File: config.mk
export PLATFORM = sky130hd
export DESIGN_NAME = pceo_queue
export DESIGN_NICKNAME = d
export VERILOG_FILES = /design/src/rtl/pceo_pkg.sv /design/src/rtl/pceo_queue.sv
export SDC_FILE = /design/constraint.sdc
export NUM_CORES = 1
export LEC_CHECK = 0
export ABC_CLOCK_PERIOD_IN_PS = 2400
export BUFFER_PORTS_ARGS = -buffer_cell sky130_fd_sc_hd__clkbuf_2
export CAP_MARGIN = 40
export CELL_PAD_IN_SITES_DETAIL_PLACEMENT = 1
export CELL_PAD_IN_SITES_GLOBAL_PLACEMENT = 2
export CORE_MARGIN = 2
export CORE_UTILIZATION = 30
export CTS_CLUSTER_DIAMETER = 60
export DETAILED_ROUTE_END_ITERATION = 12
export PLACE_DENSITY = 0.68
export SYNTH_ARGS = -nofsm -noshare
export SYNTH_HDL_FRONTEND = slang
export SYNTH_SLANG_ARGS = --single-unit
File: constraint.sdc
create_clock -name clk -period 2.4 [get_ports clk]
set_input_delay 0 -clock clk [delete_from_list [all_inputs] [get_ports clk]]
set_output_delay 0 -clock clk [all_outputs]
set_load 0.05 [all_outputs]
File: src/rtl/pceo_pkg.sv
// ----------------------------------------------------------------------------
// pceo_pkg
// shared constants and types for the circle versus polygon edge overlap block
// ----------------------------------------------------------------------------
`default_nettype none

package pceo_pkg;

	localparam int COORD_BITS_DEF = 16;
	localparam int RADIUS_BITS    = 15;
	localparam int QUEUE_DEPTH    = 4;

	typedef struct packed {
		logic full;
		logic empty;
	} pceo_qstat_t;

endpackage

`default_nettype wire

File: src/rtl/pceo_queue.sv
// ----------------------------------------------------------------------------
// pceo_queue
// short job queue between the vertex front end and the edge test pipeline
// ----------------------------------------------------------------------------
`default_nettype none

module pceo_queue #(
	parameter int WIDTH = 8,
	parameter int DEPTH = pceo_pkg::QUEUE_DEPTH
) (
	input  wire logic                  clk,
	input  wire logic                  arst_n,
	input  wire logic                  push,
	input  wire logic [WIDTH-1:0]      wr_data,
	input  wire logic                  pop,
	output logic [WIDTH-1:0]           rd_data,
	output pceo_pkg::pceo_qstat_t      stat
);
	import pceo_pkg::*;

	localparam int AW = (DEPTH > 1) ? $clog2(DEPTH) : 1;
	localparam int CW = $clog2(DEPTH + 1);

	logic [WIDTH-1:0] mem_q [DEPTH];
	logic [AW-1:0]    wr_ptr_q, rd_ptr_q;
	logic [CW-1:0]    count_q;

	assign stat.full  = (count_q == CW'(DEPTH));
	assign stat.empty = (count_q == '0);
	assign rd_data    = mem_q[rd_ptr_q];

	always_ff @(posedge clk) begin
		if (push) begin
			mem_q[wr_ptr_q] <= wr_data;
		end
	end

	always_ff @(posedge clk or negedge arst_n) begin
		if (!arst_n) begin
			wr_ptr_q <= '0;
			rd_ptr_q <= '0;
			count_q  <= '0;
		end else begin
			if (push) begin
				wr_ptr_q <= (wr_ptr_q == AW'(DEPTH - 1)) ? '0 : wr_ptr_q + AW'(1);
			end
			if (pop) begin
				rd_ptr_q <= (rd_ptr_q == AW'(DEPTH - 1)) ? '0 : rd_ptr_q + AW'(1);
			end
			case ({push, pop})
				2'b10:   count_q <= count_q + CW'(1);
				2'b01:   count_q <= count_q - CW'(1);
				default: count_q <= count_q;
			endcase
		end
	end

endmodule

`default_nettype wire

Yosys cells after proc, flatten, opt, wreduce, memory -nomap -nowiden --
Memory sizes are Yosys's and may differ from the RTL's. Index checks and enable logic that the tools add are counted.
Cells by class: reductions and logical operators 2, equality and inequality tests 5, add/sub/neg operators 4, multiplexer cells 5
Operators by type and width (count):
- $eq 2x2->1 const B | 3
- $pmux 3 s2 | 1
- $add 2x1->2 const B | 2
- $mux 2 | 2
- $add 3x1->3 const B | 1
- $eq 3x3->1 const B | 1
- $logic_not 3->1 | 1
- $sub 3x1->3 const B | 1
- $eq 2x1->1 const B | 1
- $mux 1 | 2
- $reduce_bool 2->1 | 1
Storage, ports and cells: memories kept 1, RAM bits 32, output and inout bits 10, flip-flop bits (word level) 7
Memory list:
- mem_q | depth 4, bits a word 8, rd ports 1, clocked after memory_dff 0, wr ports 1, RTL line pceo_queue.sv:24 | logic [WIDTH-1:0] mem_q [DEPTH];

Logic depth before layout (Yosys ltp) --
depth after elaboration 2, gate-level depth with buffers 7, gate-level depth less buffers 7

Worst setup path after synthesis --
Ideal clock, no wire load.
path kind register to output, from register count_q[0], to output port stat[0] (netlist name), setup slack 0.927 ns, arrival 1.473 ns, stages on the path, launching flop included 2, path buffers 0, cell sequence dfrtp_1 nor3_1
RTL lines:
- start: declaration | RTL line pceo_queue.sv:26 | logic [CW-1:0] count_q;
- start signal: assignment | RTL line pceo_queue.sv:51 | 2'b10: count_q <= count_q + CW'(1);
- start signal: assignment | RTL line pceo_queue.sv:52 | 2'b01: count_q <= count_q - CW'(1);
- start signal: assignment | RTL line pceo_queue.sv:53 | default: count_q <= count_q;
- end: declaration | RTL line pceo_queue.sv:17 | output pceo_pkg::pceo_qstat_t stat

Final worst setup path --
from register rd_ptr_q[0], to output port rd_data[7]
Between the ends: cells in the longest elaborated chain, start to end 1
Ends and longest elaborated chain:
- start: declaration | RTL line pceo_queue.sv:25 | logic [AW-1:0] wr_ptr_q, rd_ptr_q;
- start signal: assignment | RTL line pceo_queue.sv:48 | rd_ptr_q <= (rd_ptr_q == AW'(DEPTH - 1)) ? '0 : rd_ptr_q + AW'(1);
- $mem_v2 4x8
- end: declaration | RTL line pceo_queue.sv:16 | output logic [WIDTH-1:0] rd_data,
Every way passes these cells.

==> key figures <==
Setup path
  – CP Data Arrival Time: 1.85 ns
  – Worst r2r path cells: 2
  – Crit Path Class: flip-flop to primary output
  – R2r setup slk: 0.96 ns
  – Endpoint kind of the worst setup timing path: primary output
  – Worst r2r src: rd_ptr_q[0]
  – CP peak stage delay: 0.73 ns
  – Worst path bufs/invs: 1
  – Crit Path Max Fanout: 11
  – Setup crit start: rd_ptr_q[0]
  – Delay-heaviest family, CP: flip-flops
  – Crit-path cells: mux4_2 > clkbuf_2
  – CP max-delay cell: dfrtp_1
  – CP startpoint kind: flip-flop
  – Worst r2r dst: rd_ptr_q[1]
  – WP data required: 2.40 ns

Power
  – Internal Power: 1.50 mW
  – Overall Power: 2.42 mW
  – Sequential Power Share: 42.2%
  – Pwr dens: 1240 mW/mm^2
  – Net Sw Frac: 38.1%
  – Comb pwr share: 36.0%
  – Static Leak: 0.748 nW
  – Peak supply drop: 0.472 mV
  – Clk pwr share: 21.8%
  – Sw power: 0.924 mW

CTS
  – CTS tree: built
  – Hold_buf cts: 10
  – Clk slew on worst S/H paths: 0.08 ns
  – Clk sink count: 39
  – Worst skew pair latency: 0.28 ns
  – Clock Path Buffers: 2
  – Postcts setup bufs: 0
  – Total CTS buffers: 5
  – H-tree levels: 2
  – CTS root buf: clkbuf_8
  – # resized after CTS: 0

Floorplanning
  – Die area: 0.00584 sq mm
  – Die Y-Extent: 76.4 microns
  – Num ports: 22
  – Die Wd: 76.4 microns
  – Starting Density: 31.0%
  – Row cnt: 26
  – CORE AREA: 0.00507 sq mm

STA
  – Final-report hold violation count: 0
  – Peak Freq: 541 MHz
  – Final setup skew: 0.00504 ns
  – Final WS setup: 0.551 ns
  – Final setup violation count: 0
  – Min Clock Period, post-route: 1.85 ns
  – Final period util: 77.0%
  – RSZ-0062 raised after global routing: false
  – Fin. max-slew vios: 0
  – Rel. slew slack: 59.7%
  – Setup_tns: 0 ns
  – Fin Hold WS: 0.0283 ns
  – Slew @ Worst Pin: 0.604 ns

Logic synthesis
  – Post-synth EDFFs: 32
  – Avg Inst Size Synth: 19.7 sq um
  – Synthesized netlist cell count: 80
  – Syn_nets: 99
  – Synth Cell Area: 0.00157 sq mm
  – Ys Warns: 0
  – Post-synth top area cell: edfxtp_1
  – Post-synth ARST share: 17.9%
  – Synth cell types: 19
  – Top post-synthesis cells by area: edfxtp_1, mux4_2, dfrtp_1
  – Synth cell count leaders: edfxtp_1, mux4_2, dfrtp_1, ha_1, inv_1
  – Most frequent cell after synthesis: edfxtp_1
  – FF+latch count, synth: 39
  – Yosys top cell area share: 61.1%
  – Sequential-to-total area share from yosys stat: 72.2%
  – Most common flop cell mapped by yosys: edfxtp_1

Placed design
  – Worst slack, placed: 0.819 ns
  – HPWL Detailed: 1840 microns
  – Port Buffer Count: 21
  – Placer Congestion: 0.724

Route
  – Routed wire length: 2730 microns
  – Initial DRC Count: 51
  – Residual DRC: 0
  – DR vias: 796
  – Final antenna-violating net count: 0
  – First-pass iteration count of the detailed router: 4
  – DR vias/cell: 4.26
  – WL per Instance: 14.6 microns

Cells and area
  – Area Overhead vs Synth: 24.4%
  – Layout fillers: 538
  – ANT cells: 0
  – Share of cells above drive strength 1: 32.5%
  – Fin nets: 135

Status
  – Status: finished, final reports clean

Worst hold path
  – Tightest Hold Check Type: input port to flip-flop
  – Hold Crit Depth: 2
  – Min-Delay Startpoint: pop
  – Worst Hold Path EP: rd_ptr_q[0]

Global routing
  – Initial antenna violation count: 0
  – Number of global-route vias before repair: 863
  – Largest net degree at the start of global routing: 13
  – Overall Global Routing Usage: 10.5%
  – First-pass GRT wire length: 4670 microns
  – Gr ovfl total: 0

Job
  – MaxCap Viol Count: 0
how the worst max path moves through the flow:
stage	to	slack, ns	depth (start not counted)
CTS	rd_data[6]	0.50	2
global route	rd_data[2]	0.39	2
floorplan	stat[0]	0.93	1
global placement	rd_data[6]	0.83	2
finish	rd_data[7]	0.55	2
detailed placement	rd_data[6]	0.82	2
worst reg2reg max path, delay by kind of cell (launching register included):
kind	cells	cell delay (ns)
adders and majority gates	1	0.33
muxes	1	0.26
DFF	1	0.73
final cells by class:
class	instances	area, sq um	share of cell area (%)
flip-flops and latches	39	1140	58.1
multi-input cells	33	398	20.3
repair buffers	31	205	10.5
well taps	70	87.6	4.48
clock buffers	5	68.8	3.52
clock inverters	3	38.8	1.98
inverters	6	22.5	1.15
cell families after synthesis:
family                   count (synthesis)  share of synthesized area, %
AO/OA/AOI/OAI                            2                         0.636
XOR/XNOR                                 3                          1.67
adder cells (fa/ha/maj)                  7                          6.05
buffers and inverters                    8                          2.47
flip-flops                              39                          72.2
multiplexers                            11                          13.5
AND/OR/NAND/NOR                         10                          3.42
registers in the layout, summed over array words and instances, names as in the netlist:
signal    cells
count_q       3
rd_ptr_q      2
wr_ptr_q      2
mem_q        32
placed cells by master, fill, tap and decap left out, drive strengths merged, types with 2 or more instances in the layout:
cell	n
edfxtp	32
clkbuf	26
dlygate4sd3	10
mux4	8
dfrtp	7
inv	6
ha	6
and2	4
o21ai	2
nor2	2
mux2	2
xor2	2
clkinv	2
power groups by stage:
stage	sequential [mW]	combinational [mW]	clock, mW
finish	1.02	0.872	0.530
global route	1.06	0.934	0.572
CTS	1.03	0.888	0.540
detailed placement	1.05	0.872	0
global placement	1.03	0.851	0
floorplan	0.949	0.783	0
metal layers:
metal  part of all wire (%)  track usage (%)  up-vias
met5                      0                0        -
met4                   0.59             2.73        0
met3                    5.0             3.79        4
met2                     49             16.9       23
met1                     45             13.6      399
li1                       -                -      370
metrics by stage:
step                cell area [sq um]  utilization, %  cells
floorplan                        1570               -     80
global placement                 1750            34.5    169
detailed placement               1750            34.5    169
CTS                              1960            38.6    187
global route                     1960            38.6    187
finish                           1960            38.6    187
No activity file was read; power rests on OpenSTA's default activity.
