## config.mk

```make
export PLATFORM = sky130hd
export DESIGN_NAME = pceo_front
export DESIGN_NICKNAME = d
export VERILOG_FILES = /design/src/rtl/pceo_pkg.sv /design/src/rtl/pceo_front.sv
export SDC_FILE = /design/constraint.sdc
export NUM_CORES = 1
export LEC_CHECK = 0
export ABC_CLOCK_PERIOD_IN_PS = 11650
export BUFFER_PORTS_ARGS = -buffer_cell sky130_fd_sc_hd__buf_2
export CORE_MARGIN = 1
export CORE_UTILIZATION = 44
export CTS_BUF_LIST = sky130_fd_sc_hd__clkbuf_16
export DETAILED_ROUTE_END_ITERATION = 16
export PLACE_DENSITY = 0.67
export SETUP_SLACK_MARGIN = 0.5
export SKIP_CTS_REPAIR_TIMING = 1
export SYNTH_ARGS = -nofsm -noshare
export SYNTH_HDL_FRONTEND = slang
export SYNTH_SLANG_ARGS = --single-unit
```

## constraint.sdc

```tcl
create_clock -name clk -period 11.65 [get_ports clk]
set_clock_uncertainty 0.05 [all_clocks]
set_input_delay 1.7475 -clock clk [delete_from_list [all_inputs] [get_ports clk]]
set_output_delay 1.7475 -clock clk [all_outputs]
set_load 0.005 [all_outputs]
```

## src/rtl/pceo_pkg.sv

```systemverilog
// ----------------------------------------------------------------------------
// pceo_pkg
// shared constants and types for the circle versus polygon edge overlap block
// ----------------------------------------------------------------------------
`default_nettype none

package pceo_pkg;

	localparam int COORD_BITS_DEF = 16;
	localparam int RADIUS_BITS    = 15;
	localparam int QUEUE_DEPTH    = 4;

	typedef struct packed {
		logic full;
		logic empty;
	} pceo_qstat_t;

endpackage

`default_nettype wire

```

## src/rtl/pceo_front.sv

```systemverilog
// ----------------------------------------------------------------------------
// pceo_front
// accepts vertices, tracks the polygon and issues one edge job per edge, or one point job for a single vertex polygon
// ----------------------------------------------------------------------------
`default_nettype none

module pceo_front #(
	parameter int COORD_BITS = pceo_pkg::COORD_BITS_DEF,
	localparam int JOB_W = 6 * COORD_BITS + pceo_pkg::RADIUS_BITS + 1
) (
	input  wire logic                             clk,
	input  wire logic                             arst_n,
	input  wire logic                             in_valid,
	output logic                                  in_ready,
	input  wire logic signed [COORD_BITS-1:0]     vertex_x,
	input  wire logic signed [COORD_BITS-1:0]     vertex_y,
	input  wire logic signed [COORD_BITS-1:0]     center_x,
	input  wire logic signed [COORD_BITS-1:0]     center_y,
	input  wire logic [pceo_pkg::RADIUS_BITS-1:0] radius,
	input  wire logic                             last_vertex,
	input  wire pceo_pkg::pceo_qstat_t            q_stat,
	output logic                                  push,
	output logic [JOB_W-1:0]                      job
);
	import pceo_pkg::*;

	localparam logic [1:0] CLS_START  = 2'b00;
	localparam logic [1:0] CLS_SINGLE = 2'b01;
	localparam logic [1:0] CLS_EDGE   = 2'b10;
	localparam logic [1:0] CLS_CLOSE  = 2'b11;

	logic                          in_poly_q;
	logic                          pend_q;
	logic [JOB_W-1:0]              pend_job_q;
	logic signed [COORD_BITS-1:0]  first_x_q, first_y_q, prev_x_q, prev_y_q;
	logic signed [COORD_BITS-1:0]  circ_x_q, circ_y_q;
	logic [RADIUS_BITS-1:0]        circ_r_q;
	logic [1:0]                    cls;
	logic                          accept;
	logic                          new_push;
	logic [JOB_W-1:0]              new_job;

	assign cls      = {in_poly_q, last_vertex};
	assign in_ready = !q_stat.full && !pend_q;
	assign accept   = in_valid && in_ready;

	always_comb begin
		new_push = 1'b0;
		new_job  = '0;
		unique case (cls) inside
			CLS_SINGLE: begin
				new_push = 1'b1;
				new_job  = {1'b1, radius, center_y, center_x,
					vertex_y, vertex_x, vertex_y, vertex_x};
			end
			CLS_EDGE, CLS_CLOSE: begin
				new_push = 1'b1;
				new_job  = {1'b0, circ_r_q, circ_y_q, circ_x_q,
					vertex_y, vertex_x, prev_y_q, prev_x_q};
			end
			default: begin
				new_push = 1'b0;
			end
		endcase
	end

	// closing edge is held in pend_job_q and pushed once the queue is not full
	assign push = pend_q ? !q_stat.full : (accept && new_push);
	assign job  = pend_q ? pend_job_q : new_job;

	always_ff @(posedge clk or negedge arst_n) begin
		if (!arst_n) begin
			in_poly_q <= 1'b0;
			pend_q    <= 1'b0;
		end else begin
			if (pend_q && !q_stat.full) begin
				pend_q <= 1'b0;
			end
			if (accept) begin
				in_poly_q <= !last_vertex;
				pend_q    <= (cls == CLS_CLOSE);
			end
		end
	end

	always_ff @(posedge clk) begin
		if (accept) begin
			prev_x_q <= vertex_x;
			prev_y_q <= vertex_y;
			if (!in_poly_q) begin
				first_x_q <= vertex_x;
				first_y_q <= vertex_y;
				circ_x_q  <= center_x;
				circ_y_q  <= center_y;
				circ_r_q  <= radius;
			end
			if (cls == CLS_CLOSE) begin
				pend_job_q <= {1'b1, circ_r_q, circ_y_q, circ_x_q,
					first_y_q, first_x_q, vertex_y, vertex_x};
			end
		end
	end

endmodule

`default_nettype wire

```

Word level (Yosys, flattened, before mapping)
Cells that the tools add are included.
{ "classes": {"n_eq_ne": 3, "muxes": 6, "n_bitwise": 1, "n_reduce_logical": 12} }
{ "ops": {"columns": ["cell", "n"], "rows": [
  ["$pmux 112 s2", 1],
  ["$mux 112", 1],
  ["$eq 2x2->1 const B", 2],
  ["$logic_and 1x1->1", 4],
  ["$mux 1", 4],
  ["$reduce_and 2->1", 2],
  ["$logic_not 1->1", 3],
  ["$reduce_or 3->1", 1],
  ["$eq 2x1->1 const B", 1],
  ["$reduce_bool 2->1", 1],
  ["$reduce_or 2->1", 1],
  ["$not 1->1", 1]
]} }
{ "totals": {"register_bits": 224, "inputBits": 85, "output_inout_bits": 114, "word_cells": 32} }

Longest topological paths before layout
Gate-level depths: netlist of the first run.
{ "logic_depth": {"word_depth": 5, "depth_mapped": 5, "ltp_nobuf": 2} }

Least setup slack after synthesis of the first run
OpenSTA, ideal clock, no wires.
{ "synth_timing": {"path_kind": "input -> register", "from": "in in_valid", "to": "reg pend_job_q[0], enable pin", "setup_time_ns": 0.483, "arrival_ns": 5.469, "t_required_ns": 11.117, "slack_ns": 5.647, "cell_stages": 2, "n_path_buf": 0, "cell_sequence": "nor3b_4 -> and3_1"} }
{ "synth_via": {"elab_chain_cells": 2} }
{ "synth_rtl": {"columns": ["element", "line_no", "text"], "rows": [
  ["start, declared", "pceo_front.sv:13", "input wire logic in_valid,"],
  ["$logic_and 1x1->1", "pceo_front.sv:45", "assign accept = in_valid && in_ready;"],
  ["$reduce_and 2->1 (no source line)", null, null],
  ["end signal, assigned", "pceo_front.sv:98", "pend_job_q <= {1'b1, circ_r_q, circ_y_q, circ_x_q,"],
  ["end, declared", "pceo_front.sv:34", "logic [JOB_W-1:0] pend_job_q;"]
]} }
Every way passes these cells.
A chain may end at the register's enable or synchronous reset.

Worst setup path after layout of the first run
{ "layout_timing": {"from": "in last_vertex", "to": "out job[16]"} }
{ "layout_via": {"elab_chain_cells": 4, "word_cells_on_any_way": 6, "classes_between": "eq/ne: 3; mux: 2; reduce/logical: 1"} }
{ "layout_rtl": {"columns": ["element", "line_no", "text"], "rows": [
  ["start, declared", "pceo_front.sv:20", "input wire logic last_vertex,"],
  ["$eq 2x2->1 (no source line)", null, null],
  ["$reduce_or 2->1", null, null],
  ["$pmux 112 s2 (*)", "pceo_front.sv:50", "unique case (cls) inside"],
  ["$mux 112 (*)", "pceo_front.sv:69", "assign job = pend_q ? pend_job_q : new_job;"],
  ["end, declared", "pceo_front.sv:23", "output logic [JOB_W-1:0] job"]
]} }
Mark *: on every way between the ends. The rest lies on a longest branch, timed or not.

==> impl_results.md, run 1 <==
- Pre-antenna DRT Iters: 4
- Reg-to-reg startpoint: in_poly_q
- Detail Route Antenna Nets: 0
- Mux cell area share after synthesis: 0.107%
- CP Cell Sequence: buf_4 -> buf_4 -> nand3b_1 -> a2bb2oi_1 -> buf_2
- Simple-gate share of the synthesized area: 8.02%
- First-pass GRT wire length: 32.1 mm
- Max IR drop VDD: 116 uV
- Clock slew at reported path FFs: 60 ps
- Initial antenna violation count: 2
- R2R cell count: 3
- Vias in the first global route: 5744
- Hold Path Class: flip-flop to flip-flop
- Synth Area in Compound Gates: 15.5%
- CP max FO: 66
- Clk root buf: clkbuf_16
- DRC violations left: 0
- Yosys synthesis warning count: 0
- Seq/Total Area, Yosys: 72.0%
- Syn_nets: 711
- Number of buffers added on ports: 197
- Setup crit end kind: output pin
- Diodes inserted: 0
- Fin Hold WS: 358 ps
- H-tree levels: 1
- Gr usage total: 18.7%
- DPL Wire Length: 11.3 mm
- Final slew viol count: 0
- Drt initial violations: 363
- Synth Cell Area: 9330 um^2
- Number of buffers created by CTS: 25
- Worst skew pair latency: 500 ps
- Period utilisation layout: 45.7%
- RR Endpoint: pend_job_q[73]
- TNS Setup: 0 ps
- Commonest non-fill, non-tap cell in the layout: edfxtp_1
- Net count, final: 884
- Syn-to-layout area delta: 19.3%
- CTS tree: yes
- Critical path arrival: 3520 ps
- Endpoints failing setup: 0
- WP data required: 9850 ps
- R2r setup slk: 7600 ps
- Slowest cell on the critical path: buf_4
- Io pins: 199
- Row Count: 52
- Synth area leaders: edfxtp_1 (71%), a2bb2oi_1 (7.3%), nand3b_1 (6.4%), a21oi_1 (4.3%), o21ai_1 (1.8%)
- Yosys top cell area share: 71.5%
- Fraction of layout cells with a size suffix above 1: 30.2%
- Max_slew headroom: 29.5%
- Synthesized-area fraction occupied by xor and xnor cells: 0%
- Power Dens Cells: 182 nW/um^2
- Pleak: 3.94 nW
- Worst setup startpoint: last_vertex
- Initial core utilization: 45.5%
- Core area: 20500 um^2
- Die Width: 148 um
- Max-Cap Viols: 0
- Peak per-stage delay on the critical path: 710 ps
- Die height: 148 um
- #FFs+latches synth: 224
- Routed WL per cell: 19.3 um
- Most frequent CP cell: buf_4
- Largest family of logic cells by synthesized area: compound AO/OA/AOI/OAI gates
- RSZ-0062 raised after global routing: no
- Final Hold Vio Count: 0
- Worst Setup EP: job[16]
- DR vias/cell: 5.53
- GR Overflow Total: 0
- Commonest cells after routing, fill and taps aside: edfxtp_1 (222), buf_2 (196), a21oi_1 (80)
- Post-synthesis adder-cell area fraction: 0%
- Max Root-Sink Buffers: 3
- Routability congestion estimate from global placement: 0.709
- Worst Tran Pin Value: 1060 ps
- Min cycle time layout: 5320 ps
- Via Count: 6003
- Crit path kind: input pin to output pin
- Worst Setup Start Kind: input pin
- Yosys cell types: 23
- Die area: 21800 um^2
- Status: finished clean
- Routed wire length: 20.9 mm
- Mapped Avg Cell Area: 14.9 um^2
- Clk sinks: 224
- Synth Instances: 626
- Synth area leader: edfxtp_1
- Peak Freq: 188 MHz
- Largest net degree at the start of global routing: 111
==> where the power goes <==
group / leakage [nW] / total [mW] / switching [mW] / internal, mW
clock: 0.404 / 0.781 / 0.305 / 0.476
combinational: 1.49 / 0.294 / 0.159 / 0.135
sequential: 2.05 / 0.954 / 0.0288 / 0.925
total: 3.94 / 2.03 / 0.493 / 1.54
==> state kept, by name, summed over array words and instances, names as in the netlist <==
signal / cells
pend_job_q: 111
circ_x_q: 16
circ_y_q: 16
first_x_q: 16
first_y_q: 16
prev_x_q: 16
prev_y_q: 16
circ_r_q: 15
in_poly_q: 1
pend_q: 1
==> how the worst min path moves through the flow <==
stage,start,to,cells past startpoint
finish,first_y_q[8],pend_job_q[56],0
global route,first_y_q[8],pend_job_q[56],0
CTS,first_y_q[8],pend_job_q[56],0
detailed placement,first_x_q[7],pend_job_q[39],0
global placement,first_x_q[9],pend_job_q[41],0
floorplan,first_x_q[0],pend_job_q[32],0
==> critical path: cells and delay by family <==
family	cells	cell delay, ps
compound gates	1	230
simple gates	1	140
buf+inv	3	1330
==> per-layer routing <==
layer / GRT usage [%] / vias up / part of all wire [%]
li1: - / 2808 / -
met1: 26.9 / 2978 / 45
met2: 28.5 / 180 / 46
met3: 4.85 / 33 / 7.3
met4: 4.38 / 4 / 1.6
met5: 0 / - / 0.11
==> cell families (layout without fill, tap and decap cells) <==
| kind of cell | after synthesis | count (layout) |
|---|---|---|
| simple gates | 115 | 115 |
| flops | 224 | 224 |
| mux | 1 | 1 |
| compound gates | 226 | 226 |
| buf+inv | 60 | 249 |
==> stage by stage <==
stage | util, % | cells | power [mW] | instance area, um^2 | setup slack (ps)
3_5_place_dp | 50.4 | 1042 | 1.27 | 10300 | 6340
5_1_grt | 54.3 | 1085 | 2.11 | 11100 | 6200
2_1_floorplan | - | 626 | 1.15 | 9330 | 5650
4_1_cts | 54.3 | 1085 | 2.05 | 11100 | 6340
3_3_place_gp | 50.4 | 1042 | 1.26 | 10300 | 6390
6_report | 54.3 | 1085 | 2.03 | 11100 | 6330
==> layout make-up <==
type | count | area (um^2)
clock buffer | 25 | 626
tap | 270 | 338
sequential | 224 | 6720
multi-input combinational | 342 | 2210
clock inverter | 18 | 185
inverter | 2 | 7.51
timing repair buffer | 204 | 1040
fill | 1729 | 9360
==> synth_stat cells <==
master	count
clkbuf_4	1
a21oi_1	80
nand3b_1	79
clkbuf_2	3
nor2_1	1
buf_6	14
buf_4	11
clkbuf_1	3
a2bb2oi_1	78
nand2_1	32
edfxtp_1	222
a32o_1	1
nor3b_4	1
dfrtp_1	2
o21ai_1	34
o21ai_0	31
a21o_1	1
a2bb2oi_2	1
mux2i_1	1
inv_2	1
and3_1	2
inv_1	1
buf_2	26
(Power assumes the default switching activity.)
==> run 2: changes to the inputs <==
Settings changed: ABC_AREA from default to 1, ABC_CLOCK_PERIOD_IN_PS 11650 to 5400, PLACE_DENSITY 0.67 to 0.66.
Clock period 11.65 ns to 5.4 ns, I/O delays scaled along.
==> impl_results.md, run 2 <==
- Detail Route Antenna Nets: 0 (unchanged)
- Commonest cells after routing, fill and taps aside: nand2_1 (262), edfxtp_1 (222), buf_2 (197)
- GR Overflow Total: 0 (unchanged)
- Fin area: 11500 um^2 (+3.6%)
- Final Hold Vio Count: 0 (unchanged)
- Synth area leaders: edfxtp_1 (70%), nand2_1 (10%), nand3_1 (6.8%), nor2_1 (4.4%), inv_1 (3.2%)
- Yosys top cell area share: 69.8% (-1.7 points)
- Seq/Total Area, Yosys: 70.3% (-1.7 points)
- Number of buffers created by CTS: 24 (-4.0%)
- Clock slew at reported path FFs: 50 ps (about the same)
- Slowest cell on the critical path: dfrtp_4
- Pre-CTS setup slack: 2170 ps (-4170 ps)
- Top-count cell post-synth: nand2_1
- Max FFs per register: 111 (unchanged)
- Max IR drop VDD: 222 uV (+92%)
- Routed WL per cell: 15.6 um (-19%)
- Share of synthesized registers carrying an async set or reset: 0.893% (unchanged)
- Routability congestion estimate from global placement: 0.748 (+5.5%)
- Io pins: 199 (unchanged)
- Max_slew headroom: 25.9% (-3.5 points)
- Die Width: 149 um (+1.2%)
- Hold Path Class: input pin to asynchronous set/reset pin
- DP Area: 10700 um^2 (+4.0%)
- Synth area leader: edfxtp_1
- Largest net degree at the start of global routing: 87 (-22%)
- WP data required: 4540 ps (-5310 ps)
- Syn-to-layout area delta: 20.7%
- Peak per-stage delay on the critical path: 880 ps (+170 ps)
- #FFs+latches synth: 224 (unchanged)
- Placed cells: 1331 (+28%)
- Initial antenna violation count: 1 (-1)
- Max-Cap Viols: 0 (unchanged)
- Yosys cell types: 16 (-30%)
- Worst Setup Start Kind: flip-flop
- Clk sinks: 224 (unchanged)
- Power Dens Cells: 367 nW/um^2 (+100%)
- Fraction of layout cells with a size suffix above 1: 22.8% (-7.4 points)
- Number of buffers added on ports: 197 (unchanged)
- Simple-gate share of the synthesized area: 21.7% (+14 points)
- Syn_nets: 988 (+39%)
- Drt initial violations: 432 (+19%)
- Largest family of logic cells by synthesized area: simple AND/OR/NAND/NOR gates
- Mux cell area share after synthesis: 0% (-0.11 points)
- Endpoints failing setup: 0 (unchanged)
- Synth Cell Area: 9550 um^2 (+2.4%)
- Crit path max-delay family: simple AND/OR/NAND/NOR gates
- Setup slack after layout: 1660 ps (-4670 ps)
- Die area: 22300 um^2 (+2.4%)
- Final core utilization: 54.5% (+0.21 points)
- Critical path arrival: 2880 ps (-640 ps)
- H-tree levels: 1 (unchanged)
- Post-synth EDFFs: 222 (unchanged)
- Net count, final: 1167 (+32%)
- DPL Wire Length: 12.2 mm (+7.9%)
- Commonest non-fill, non-tap cell in the layout: nand2_1
- Worst skew pair latency: 510 ps (about the same)
- R2R cell count: 5 (+2)
- CTS tree: yes
- Post-synthesis adder-cell area fraction: 0% (unchanged)
- Setup crit end kind: output pin
- RSZ-0062 raised after global routing: no
- Top reg by flops: pend_job_q
- Clk root buf: clkbuf_16
- Total Power: 4.23 mW (+110%)
- DRC violations left: 0 (unchanged)
- Yosys synthesis warning count: 0 (unchanged)
- Initial core utilization: 45.2% (-0.36 points)
- TNS Setup: 0 ps (unchanged)
- Crit path kind: flip-flop to output pin
- Period utilisation layout: 69.3%
- Synth Instances: 903 (+44%)
- DR vias/cell: 4.81 (-13%)
- Mapped Avg Cell Area: 10.6 um^2 (-29%)
- Pleak: 5.12 nW (+30%)
- Peak Freq: 267 MHz
- CP max FO: 86 (+30%)
- Worst Tran Pin Value: 1110 ps (+52.6 ps)
- Pre-antenna DRT Iters: 4 (unchanged)
- Synthesized-area fraction occupied by xor and xnor cells: 0% (unchanged)
- Reg area: 6720 um^2 (unchanged)
- Fin Hold WS: 41.3 ps (-316 ps)
- Max Root-Sink Buffers: 3 (unchanged)
- Fin cells: 1373 (+27%)
- Crit path depth: 5 (unchanged)
- Via Count: 6606 (+10%)
- Synth Flop Type: edfxtp_1
- Die height: 149 um (+1.2%)
- # fillers: 1860 (+7.6%)
- Routed wire length: 21.4 mm (+2.4%)
- Min cycle time layout: 3740 ps
- Vias in the first global route: 6209 (+8.1%)
- Diodes inserted: 0 (unchanged)
- CP Cell Sequence: nor2_4 -> buf_12 -> nand3_1 -> nand2_1 -> buf_2
- Top cells by count, synth: nand2_1 (262), edfxtp_1 (222), nand3_1 (129)
- Row Count: 53 (+1.9%)
- First-pass GRT wire length: 32.7 mm (+1.9%)
- Gr usage total: 18.9% (+0.20 points)
- Core area: 21200 um^2 (+3.2%)
- Final slew viol count: 0 (unchanged)
- Synth Area in Compound Gates: 1.73% (-14 points)
- WP buf/inv: 2 (-1)
- Status: finished clean
- Footprint of the multi-input gates: 2250 um^2 (+1.9%)
## run 2: final timing paths
path                               startpoint              end  slack [ps]
worst max-delay path                in_poly_q          job[31]        1660
worst min-delay path                   arst_n           pend_q          40
worst max register to register      in_poly_q  pend_job_q[103]        2290
worst min register to register  first_y_q[13]   pend_job_q[61]         370
max in group asynchronous              arst_n        in_poly_q        5150
min in group clk                first_y_q[13]   pend_job_q[61]         370
## run 2: cell type report
class | count | area share, %
sequential | 224 | 58.3
multi-input combinational | 540 | 19.5
timing repair buffer | 207 | 9.42
inverter | 85 | 2.80
clock buffer | 25 | 5.42
tap | 275 | 2.98
clock inverter | 17 | 1.54
## run 2: routing by layer
layer  track usage [%]  part of all wire, %  vias to the layer above
met1              25.0                   43                     3033
li1                  -                    -                     3354
met5                 0                    0                        -
met4              6.48                  2.6                        0
met3              3.33                  5.6                       35
met2              31.4                   48                      184
## run 2: logic make-up (layout without fill, tap and decap cells)
| group | count (synthesis) | count (layout) |
|---|---|---|
| AND/OR/NAND/NOR | 507 | 507 |
| flip-flops | 224 | 224 |
| buffers and inverters | 139 | 334 |
| AO/OA/AOI/OAI | 33 | 33 |
## run 2: report_power, final
group	internal (mW)	total [mW]	switching, mW	leakage (nW)
sequential	1.99	2.05	0.0657	2.06
clock	1.02	1.67	0.647	0.406
combinational	0.203	0.505	0.302	2.66
total	3.21	4.23	1.01	5.12
## run 2: worst register-to-register path, delay by kind of cell (launching register included)
family	cells	cell delay (ps)
buf+inv	3	1360
flops	1	1160
simple gates	2	230
==> run 3: changes to the inputs <==
Settings changed: ABC_CLOCK_PERIOD_IN_PS 5400 to 3900.
Clock period 5.4 ns to 3.9 ns, I/O delays scaled along.
==> impl_results.md, run 3 (same netlist as run 2, synthesis figures left out) <==
- Routability congestion estimate from global placement: 0.747 (about the same)
- Worst Setup Start Kind: flip-flop
- # fillers: 1884 (+1.3%)
- Core area: 21200 um^2 (unchanged)
- Initial antenna violation count: 1 (unchanged)
- Status: finished clean
- CTS tree: yes
- Worst skew pair latency: 500 ps (about the same)
- Max_slew headroom: 29.9% (+3.9 points)
- Io pins: 199 (unchanged)
- GR Overflow Total: 0 (unchanged)
- RR Endpoint: circ_y_q[4]
- Setup crit end kind: output pin
- Crit path kind: flip-flop to output pin
- Endpoints failing setup: 0 (unchanged)
- Die height: 149 um (unchanged)
- Worst Setup EP: job[75]
- Hold Path Class: input pin to flip-flop
- Top reg by flops: pend_job_q
- Clk sinks: 224 (unchanged)
- Pre-antenna DRT Iters: 5 (+1)
- Power Dens Cells: 490 nW/um^2 (+34%)
- Row Count: 53 (unchanged)
- Fin area: 11500 um^2 (-0.26%)
- Clk root buf: clkbuf_16
- Commonest cells after routing, fill and taps aside: nand2_1 (262), edfxtp_1 (222), buf_2 (197)
- Final slew viol count: 0 (unchanged)
- DR vias/cell: 4.84 (+0.56%)
- Pleak: 5.10 nW (-0.26%)
- Routed WL per cell: 15.3 um (-2.1%)
- Final Hold Vio Count: 0 (unchanged)
- Detail Route Antenna Nets: 0 (unchanged)
- DPL Wire Length: 12.1 mm (-0.67%)
- Fraction of layout cells with a size suffix above 1: 22.8% (about the same)
- Clock slew at reported path FFs: 60 ps (about the same)
- Max-Cap Viols: 0 (unchanged)
- Net count, final: 1171 (+0.34%)
- Routed wire length: 21.0 mm (-1.8%)
- First-pass GRT wire length: 32.7 mm (-0.17%)
- Drt initial violations: 290 (-33%)
- Min cycle time layout: 3220 ps
- Period utilisation layout: 82.6%
- Number of buffers added on ports: 197 (unchanged)
- H-tree levels: 1 (unchanged)
- Reg-to-reg startpoint: in_poly_q
- DRC violations left: 0 (unchanged)
- R2R cell count: 3 (-2)
- Vias in the first global route: 6255 (+0.74%)
- Die area: 22300 um^2 (unchanged)
- Largest net degree at the start of global routing: 102 (+17%)
- Gr usage total: 18.7% (-0.21 points)
- Commonest non-fill, non-tap cell in the layout: nand2_1
- Max FFs per register: 111 (unchanged)
- WP data required: 3260 ps (-1280 ps)
- Syn-to-layout area delta: 20.4%
- Critical path arrival: 2580 ps (-300 ps)
- Peak Freq: 311 MHz
- Number of buffers created by CTS: 24 (unchanged)
- Fin Hold WS: 221 ps (+180 ps)
- Max IR drop VDD: 294 uV (+32%)
- R2r setup slk: 1590 ps (-700 ps)
- DP Area: 10800 um^2 (+0.34%)
- Worst Tran Pin Value: 1050 ps (-58.9 ps)
- Worst setup startpoint: pend_q
- Initial core utilization: 45.2% (unchanged)
- CP max FO: 101 (+17%)
- Total Power: 5.63 mW (+33%)
- Via Count: 6667 (+0.92%)
- Max Root-Sink Buffers: 3 (unchanged)
- RSZ-0062 raised after global routing: no
- Die Width: 149 um (unchanged)
- TNS Setup: 0 ps (unchanged)
[run 3: worst min path at each step]
stage / start / endpoint / slack, ps / cells after the start
after global placement: arst_n / pend_q / 330 / 1
after detailed placement: arst_n / pend_q / 320 / 1
after floorplan: arst_n / in_poly_q / 240 / 0
after global routing: radius[2] / circ_r_q[2] / 200 / 1
final: center_y[14] / circ_y_q[14] / 220 / 1
after CTS: arst_n / in_poly_q / -210 / 1
[run 3: cell type report]
cell class	count	area (um^2)	area share [%]
inverter	85	324	2.82
multi-input combinational	540	2250	19.6
tap	275	344	2.99
clock buffer	25	626	5.44
antenna	1	2.50	0.0218
timing repair buffer	211	1130	9.83
clock inverter	17	98.8	0.859
sequential	224	6720	58.5
[run 3: stage by stage]
step / util, % / setup WS (ps) / cells
2_1_floorplan: - / 979 / 903
3_3_place_gp: 50.9 / 1230 / 1334
3_5_place_dp: 50.9 / 1230 / 1334
4_1_cts: 54.3 / 677 / 1376
5_1_grt: 54.4 / 505 / 1378
6_report: 54.4 / 680 / 1378
[run 3: critical path, stage by stage, from the launching register on]
cell and delay, ps:
dfrtp_4 670, buf_4 810, nor2_1 130, nand2_1 110, nand3_1 80, buf_2 140
[run 3: per-layer routing]
metal  global-route usage, %  routed length [um]  vias up
li1                        -                   -     3353
met1                    24.3                9210     3108
met2                    32.3               10300      176
met3                    2.94                1040       30
met4                    5.20                 437        0
met5                       0                   0        -
[run 3: where the power goes]
part | internal [mW] | total, mW | leakage (nW) | switching, mW
Combinational | 0.283 | 0.740 | 2.67 | 0.457
Sequential | 2.75 | 2.81 | 2.06 | 0.0534
Clock | 1.21 | 2.09 | 0.374 | 0.873
